## src/design/kdnh_pkg.sv

```systemverilog
package kdnh_pkg;

  localparam int FIELD_W = 10;
  localparam int DEPTH_W = 8;

  localparam logic OP_SAMPLE = 1'b0;
  localparam logic OP_CAL    = 1'b1;

  localparam logic REG_ACTUATION = 1'b0;
  localparam logic REG_RELEASE   = 1'b1;

  localparam logic [DEPTH_W-1:0] ACT_RESET = 8'd128;
  localparam logic [DEPTH_W-1:0] REL_RESET = 8'd96;

  typedef struct packed {
    logic               opcode;
    logic [1:0]         key_row;
    logic [2:0]         key_col;
    logic [FIELD_W-1:0] raw_sample;
    logic [FIELD_W-1:0] cal_low;
    logic [FIELD_W-1:0] cal_high;
  } sample_item_t;

  typedef struct packed {
    logic [1:0]         out_row;
    logic [2:0]         out_col;
    logic [DEPTH_W-1:0] key_depth;
    logic               key_pressed;
  } result_item_t;

  typedef struct packed {
    logic busy;
    logic done;
  } div_stat_t;

  typedef enum logic [2:0] {
    S_IDLE,
    S_CLAMP,
    S_START,
    S_DIV,
    S_FINISH
  } state_t;

endpackage

```

## src/design/kdnh_store.sv

```systemverilog
module kdnh_store #(
  parameter int KEYS  = 28,
  parameter int KEY_W = 5,
  parameter int SB    = 10
) (
  input  logic             clk,
  input  logic             rst,
  input  logic             cal_we,
  input  logic [KEY_W-1:0] cal_waddr,
  input  logic [SB-1:0]    cal_low,
  input  logic [SB-1:0]    cal_high,
  input  logic             flag_we,
  input  logic [KEY_W-1:0] flag_waddr,
  input  logic             flag_wdata,
  input  logic             rd_en,
  input  logic [KEY_W-1:0] rd_addr,
  output logic [SB-1:0]    rd_low,
  output logic [SB-1:0]    rd_high,
  output logic             rd_flag
);

  logic [2*SB-1:0] cal_mem [KEYS];
  logic            flag_mem [KEYS];
  logic [KEYS-1:0] flag_vld;

  logic [2*SB-1:0] rd_cal;
  logic            rd_flag_raw;
  logic            rd_flag_vld;

  // calibration bounds, high in the upper half
  always_ff @(posedge clk) begin
    if (cal_we) begin
      cal_mem[cal_waddr] <= {cal_high, cal_low};
    end
    if (rd_en) begin
      rd_cal <= cal_mem[rd_addr];
    end
  end

  always_ff @(posedge clk) begin
    if (flag_we) begin
      flag_mem[flag_waddr] <= flag_wdata;
    end
    if (rd_en) begin
      rd_flag_raw <= flag_mem[rd_addr];
    end
  end

  // never-written flags read as released
  always_ff @(posedge clk) begin
    if (rst) begin
      flag_vld    <= '0;
      rd_flag_vld <= 1'b0;
    end else begin
      if (flag_we) begin
        flag_vld[flag_waddr] <= 1'b1;
      end
      if (rd_en) begin
        rd_flag_vld <= flag_vld[rd_addr];
      end
    end
  end

  assign rd_low  = rd_cal[SB-1:0];
  assign rd_high = rd_cal[2*SB-1:SB];
  assign rd_flag = rd_flag_vld & rd_flag_raw;

endmodule

```

## src/design/kdnh_div.sv

```systemverilog
module kdnh_div #(
  parameter int NUM_W = 18,
  parameter int DEN_W = 10,
  parameter int Q_W   = 8
) (
  input  logic                clk,
  input  logic                rst,
  input  logic                start,
  input  logic [NUM_W-1:0]    num,
  input  logic [DEN_W-1:0]    den,
  output kdnh_pkg::div_stat_t stat,
  output logic [Q_W-1:0]      quot
);

  localparam int CNT_W = (Q_W > 1) ? $clog2(Q_W) : 1;

  logic [DEN_W-1:0] rem;
  logic [DEN_W-1:0] den_q;
  logic [Q_W-1:0]   nsh;
  logic [CNT_W-1:0] cnt;
  logic             busy;
  logic             done;

  logic [DEN_W:0]   trial;
  logic             ge;
  logic [DEN_W-1:0] rem_next;
  logic [Q_W-1:0]   nsh_next;

  // one quotient bit per cycle, quotient bits shift in behind the numerator
  always_comb begin
    trial    = {rem, nsh[Q_W-1]};
    ge       = (trial >= {1'b0, den_q});
    rem_next = ge ? DEN_W'(trial - {1'b0, den_q}) : DEN_W'(trial);
    nsh_next = {nsh[Q_W-2:0], ge};
  end

  always_ff @(posedge clk) begin
    if (start) begin
      rem   <= num[NUM_W-1:Q_W];
      nsh   <= num[Q_W-1:0];
      den_q <= den;
    end else if (busy) begin
      rem <= rem_next;
      nsh <= nsh_next;
    end
  end

  always_ff @(posedge clk) begin
    if (rst) begin
      busy <= 1'b0;
      done <= 1'b0;
      cnt  <= '0;
    end else if (start) begin
      busy <= 1'b1;
      done <= 1'b0;
      cnt  <= '0;
    end else if (busy) begin
      cnt <= cnt + 1'b1;
      if (cnt == CNT_W'(Q_W - 1)) begin
        busy <= 1'b0;
        done <= 1'b1;
      end
    end else begin
      done <= 1'b0;
    end
  end

  assign stat.busy = busy;
  assign stat.done = done;
  assign quot      = nsh;

endmodule

```

## src/design/key_depth_normalize_hysteresis.sv

```systemverilog
// calibration item: written in its accept cycle, the block is ready again the next cycle
// sample item: the stall holds from accept through the clamp, start, divide and finish
// states until the result register loads; a zero or inverted span skips the 8-step
// bit-serial divider, and no new sample item is taken while one is in flight
// the result register frees the input side while a result waits to be taken
// reset: config to 128 / 96, all pressed flags released, bounds undefined until written
module key_depth_normalize_hysteresis #(
  parameter int ROWS        = 4,
  parameter int COLS        = 7,
  parameter int SAMPLE_BITS = 10
) (
  input  logic                   clk,
  input  logic                   rst,
  input  logic                   cfg_we,
  input  logic                   cfg_index,
  input  logic [7:0]             cfg_data,
  input  logic                   sample_valid,
  output logic                   sample_stall,
  input  kdnh_pkg::sample_item_t sample,
  output logic                   result_valid,
  input  logic                   result_stall,
  output kdnh_pkg::result_item_t result
);

  localparam int KEYS  = ROWS * COLS;
  localparam int KEY_W = (KEYS > 1) ? $clog2(KEYS) : 1;
  localparam int DW    = kdnh_pkg::DEPTH_W;
  localparam int NUM_W = SAMPLE_BITS + DW;

  kdnh_pkg::state_t state, state_next;

  logic [DW-1:0] actuation_level;
  logic [DW-1:0] release_level;

  logic             accept;
  logic             in_range;
  logic [KEY_W-1:0] key_idx;
  logic             cal_we;
  logic             rd_en;

  logic [KEY_W-1:0]       key;
  logic [1:0]             row;
  logic [2:0]             col;
  logic [SAMPLE_BITS-1:0] raw;

  logic [SAMPLE_BITS-1:0] rd_low;
  logic [SAMPLE_BITS-1:0] rd_high;
  logic                   rd_flag;

  logic [SAMPLE_BITS-1:0] clip_hi;
  logic [SAMPLE_BITS-1:0] clip;
  logic [SAMPLE_BITS-1:0] diff;
  logic [SAMPLE_BITS-1:0] span;
  logic                   span_zero;
  logic [NUM_W-1:0]       num;

  kdnh_pkg::div_stat_t div_stat;
  logic [DW-1:0]       quot;
  logic                div_start;

  logic [DW-1:0] depth;
  logic          pressed_next;
  logic          out_free;
  logic          out_load;
  logic          flag_we;
  logic          depth_zero;
  logic          depth_take;

  always_ff @(posedge clk) begin
    if (rst) begin
      actuation_level <= kdnh_pkg::ACT_RESET;
      release_level   <= kdnh_pkg::REL_RESET;
    end else if (cfg_we) begin
      case (cfg_index)
        kdnh_pkg::REG_ACTUATION: actuation_level <= cfg_data;
        kdnh_pkg::REG_RELEASE:   release_level   <= cfg_data;
        default: ;
      endcase
    end
  end

  assign sample_stall = (state != kdnh_pkg::S_IDLE);
  assign accept       = sample_valid && !sample_stall;
  assign in_range     = (32'(sample.key_row) < ROWS) && (32'(sample.key_col) < COLS);
  assign key_idx      = KEY_W'(32'(sample.key_row) * COLS + 32'(sample.key_col));
  assign cal_we       = accept && in_range && (sample.opcode == kdnh_pkg::OP_CAL);
  assign rd_en        = accept && in_range && (sample.opcode == kdnh_pkg::OP_SAMPLE);

  kdnh_store #(
    .KEYS  (KEYS),
    .KEY_W (KEY_W),
    .SB    (SAMPLE_BITS)
  ) u_store (
    .clk        (clk),
    .rst        (rst),
    .cal_we     (cal_we),
    .cal_waddr  (key_idx),
    .cal_low    (SAMPLE_BITS'(sample.cal_low)),
    .cal_high   (SAMPLE_BITS'(sample.cal_high)),
    .flag_we    (flag_we),
    .flag_waddr (key),
    .flag_wdata (pressed_next),
    .rd_en      (rd_en),
    .rd_addr    (key_idx),
    .rd_low     (rd_low),
    .rd_high    (rd_high),
    .rd_flag    (rd_flag)
  );

  // clamp into [low, high]
  always_comb begin
    clip_hi = (raw > rd_high) ? rd_high : raw;
    clip    = (clip_hi < rd_low) ? rd_low : clip_hi;
  end

  // 255 * diff as a shift and subtract
  assign num = {diff, {DW{1'b0}}} - NUM_W'(diff);

  kdnh_div #(
    .NUM_W (NUM_W),
    .DEN_W (SAMPLE_BITS),
    .Q_W   (DW)
  ) u_div (
    .clk   (clk),
    .rst   (rst),
    .start (div_start),
    .num   (num),
    .den   (span),
    .stat  (div_stat),
    .quot  (quot)
  );

  assign pressed_next = rd_flag ? !(depth < release_level) : (depth > actuation_level);
  assign out_free     = !result_valid || !result_stall;

  always_ff @(posedge clk) begin
    if (rst) begin
      state <= kdnh_pkg::S_IDLE;
    end else begin
      state <= state_next;
    end
  end

  always_comb begin
    state_next = state;
    div_start  = 1'b0;
    flag_we    = 1'b0;
    out_load   = 1'b0;
    depth_zero = 1'b0;
    depth_take = 1'b0;
    case (state)
      kdnh_pkg::S_IDLE: begin
        if (rd_en) begin
          state_next = kdnh_pkg::S_CLAMP;
        end
      end
      kdnh_pkg::S_CLAMP: begin
        state_next = kdnh_pkg::S_START;
      end
      kdnh_pkg::S_START: begin
        if (span_zero) begin
          depth_zero = 1'b1;
          state_next = kdnh_pkg::S_FINISH;
        end else begin
          div_start  = 1'b1;
          state_next = kdnh_pkg::S_DIV;
        end
      end
      kdnh_pkg::S_DIV: begin
        if (div_stat.done) begin
          depth_take = 1'b1;
          state_next = kdnh_pkg::S_FINISH;
        end
      end
      kdnh_pkg::S_FINISH: begin
        if (out_free) begin
          flag_we    = 1'b1;
          out_load   = 1'b1;
          state_next = kdnh_pkg::S_IDLE;
        end
      end
      default: begin
        state_next = kdnh_pkg::S_IDLE;
      end
    endcase
  end

  always_ff @(posedge clk) begin
    if (rd_en) begin
      key <= key_idx;
      row <= sample.key_row;
      col <= sample.key_col;
      raw <= SAMPLE_BITS'(sample.raw_sample);
    end
    if (state == kdnh_pkg::S_CLAMP) begin
      diff      <= clip - rd_low;
      span      <= rd_high - rd_low;
      span_zero <= (rd_high <= rd_low);
    end
    if (depth_zero) begin
      depth <= '0;
    end else if (depth_take) begin
      depth <= quot;
    end
    if (out_load) begin
      result.out_row     <= row;
      result.out_col     <= col;
      result.key_depth   <= depth;
      result.key_pressed <= pressed_next;
    end
  end

  always_ff @(posedge clk) begin
    if (rst) begin
      result_valid <= 1'b0;
    end else if (out_load) begin
      result_valid <= 1'b1;
    end else if (!result_stall) begin
      result_valid <= 1'b0;
    end
  end

endmodule

```

## config.mk

```make
export PLATFORM = sky130hd
export DESIGN_NAME = key_depth_normalize_hysteresis
export DESIGN_NICKNAME = d
export VERILOG_FILES = /design/src/design/kdnh_pkg.sv /design/src/design/kdnh_store.sv /design/src/design/kdnh_div.sv /design/src/design/key_depth_normalize_hysteresis.sv
export SDC_FILE = /design/constraint.sdc
export NUM_CORES = 1
export LEC_CHECK = 0
export ABC_AREA = 1
export BUFFER_PORTS_ARGS = -buffer_cell sky130_fd_sc_hd__buf_2
export CELL_PAD_IN_SITES_DETAIL_PLACEMENT = 1
export CELL_PAD_IN_SITES_GLOBAL_PLACEMENT = 1
export CORE_MARGIN = 5
export CORE_UTILIZATION = 56
export DETAILED_ROUTE_END_ITERATION = 16
export PLACE_DENSITY = 0.95
export SLEW_MARGIN = 25
export SYNTH_ARGS = -nofsm -noshare
export SYNTH_HDL_FRONTEND = slang
export SYNTH_SLANG_ARGS = --single-unit
```

## constraint.sdc

```tcl
create_clock -name clk -period 12.69 [get_ports clk]
set_clock_uncertainty 0.05 [all_clocks]
set_input_delay 2.538 -clock clk [delete_from_list [all_inputs] [get_ports clk]]
set_output_delay 2.538 -clock clk [all_outputs]
set_load 0.03 [all_outputs]
```

==> impl_metrics.toml <==
[synth]
async_flop_share_pct = 0
seq_area_frac_synth_pct = 72.0
synthFlopType = "edfxtp_1"
yosysUniqueCellTypes = 55
yosysWarnings = 0
synth_edf_count = 692
postSynthCellCount = 2317
synth_seq_cells = 754
syn-num-nets = 2445
syn-cell-area_sq_um = 30600
syn_area_per_cell_sq_um = 13.2

[placement]
place_ws_ns = 5.84
io_buffers = 65
dpl.hpwl_um = 57800
dp_cells = 3005
gp_congestion = 0.910

[clock_tree]
clk_pin_slew_worst_paths_ns = 0.06
clockBufferDepth = 3
cts_hold_buf = 0
clock_latency_ns = 0.64
cts_tree = "done"
post_cts_resized = 0
cts_buffers = 76
clock_sinks = 754
post_cts_buffers = 0
cts-root-buf = "clkbuf_16"
ctsHtreeMaxLevel = 3

[detailed_routing]
num_vias = 21400
wl_per_cell_um = 31.4
route.detailed.drc = 0
viasPerCell = 6.79
drtIter0Drc = 2697
wirelength_um = 98700
ant_nets = 0
dr.pass1.iters = 8

[die]
ios = 66
core_sq_um = 54000
row_count = 85
die-width_um = 244
start_util_pct = 56.6
die_h_um = 244
die-area_sq_um = 59400

[timing]
rsz0062_at_grt = "false"
finalCriticalPeriod_ns = 6.36
finalSetupTns_ns = 0
setup_viol = 0
clock.fmax_mhz = 157
drv_slew = 0
worst_pin_slew_ns = 1.04
worst_slack_ns = 6.33
relSlewSlack_pct = 30.8
period_share_pct = 50.1
hold_viol_final = 0

[power_and_ir_drop]
total_power_w = 0.00666
p_per_area_nw_per_um2 = 194
leakagePower_nw = 12.0
ir_drop_mv = 0.129

[finish]
n_antenna_cell = 0
multiInputGateArea_sq_um = 7770
seqCellArea_sq_um = 22000
syn2layout_area_growth_pct = 12.1
fin_cells = 3146
nFillCells = 5034
nNetsFinal = 2515
drive_above_1_share_pct = 11.2
fin_util_pct = 63.5

[critical_path]
path_max_fanout = 80
worst_ep_arrival_time_ns = 6.64
worstPathRequired_ns = 12.96
critPathCaptureType = "flop"
critPathLaunchType = "input pin"
path_class = "in -> reg"

[run_status]
status = "finished, final reports clean"

[global_route]
grt_pass1_vias = 22700
grt_usage_pct = 32.4
antenna_found_initial = 2
grt_max_degree = 155
grt_pass1_wl_um = 146000
grt-ovfl-total = 0

[worst_hold_path]
hp-class = "reg -> reg"

[job]
maxCapViolCount = 0
-- per-layer routing --
metal	up-vias	share of wire, %	track usage (%)
met4	0	6.7	18.3
met3	423	9.8	6.63
met5	-	0	0
li1	8718	-	-
met1	10600	34	38.4
met2	1640	49	55.6
-- power by group --
part           internal (W)  total [W]  switching, W
clock               0.00136    0.00236      0.000999
combinational      0.000365    0.00134      0.000978
sequential          0.00288    0.00297     0.0000812
total               0.00461    0.00666       0.00206
-- sequential cells by signal, indices dropped and copies added, names as in the netlist, 2 cells and up --
register	cells
u_store.cal_mem	560
u_store.flag_mem	28
u_store.flag_vld	28
u_store.rd_cal	20
result	14
diff	10
raw	10
span	10
u_div.den_q	10
u_div.rem	10
actuation_level	8
depth	8
release_level	8
u_div.quot	8
key	5
col	3
state	3
u_div.cnt	3
row	2
-- synth_stat cells (23+ instances only) --
master	number	area (sq um)
xor2_1	23	201
nand2_1	408	1530
buf_2	39	195
ha_1	72	901
inv_1	137	514
dfxtp_1	62	1240
o21ai_0	73	365
a22oi_1	200	1500
clkbuf_1	41	154
a21oi_1	140	701
nand4_1	60	375
nand3_1	50	250
edfxtp_1	692	20800
nor2_1	159	597
-- worst max-delay path, cell delays in order --
cell and delay (ns):
buf_2 0.14, fa_1 0.47, ha_1 0.46, nand2_1 0.22
inv_4 0.20, buf_4 0.78, nand2_1 0.68, nor2_2 0.79
buf_4 0.34
-- metrics by stage --
step / hold slack (ns) / instance area, sq um
floorplan: 0.350 / 30600
detailed placement: 0.356 / 31700
global route: 0.372 / 34300
global placement: 0.353 / 31600
finish: 0.368 / 34300
CTS: 0.372 / 34200
-- cells in the final DEF (no fill, tap or decap), types with 62 or more instances in the layout --
| master | n |
|---|---|
| buf_2 | 65 |
| a22oi_1 | 200 |
| edfxtp_1 | 692 |
| nand2_1 | 408 |
| inv_1 | 136 |
| o21ai_0 | 73 |
| nor2_1 | 126 |
| ha_1 | 72 |
| dfxtp_1 | 62 |
| clkbuf_16 | 80 |
| a21oi_1 | 140 |
-- final cells by class --
cell class	count	area share (%)
flip-flops and latches	754	64.2
inverters	145	1.62
repair buffers	88	1.49
clock inverters	45	1.36
well taps	696	2.54
clock buffers	96	6.10
multi-input cells	1322	22.7
-- cell families after synthesis --
| group | after synthesis | synth area share, % |
|---|---|---|
| AND/OR/NAND/NOR | 716 | 9.88 |
| AO/OA/AOI/OAI | 497 | 10.6 |
| buffers and inverters | 241 | 3.28 |
| flip-flops | 754 | 72.0 |
| adder cells (fa/ha/maj) | 78 | 3.34 |
| XOR/XNOR | 31 | 0.912 |
-- worst paths after layout --
path	from	endpoint	slack, ns	cells after the start
worst max-delay path	sample[33]	u_store.cal_mem[7][12]$_DFFE_PP_	6.33	9
worst min-delay path	col[1]$_DFFE_PP_	result[10]$_DFFE_PP_	0.37	0
worst max register to register	u_store.rd_cal[18]$_DFFE_PP_	diff[9]$_DFFE_PP_	6.89	25
worst min register to register	col[1]$_DFFE_PP_	result[10]$_DFFE_PP_	0.37	0
(Power assumes the default switching activity.)
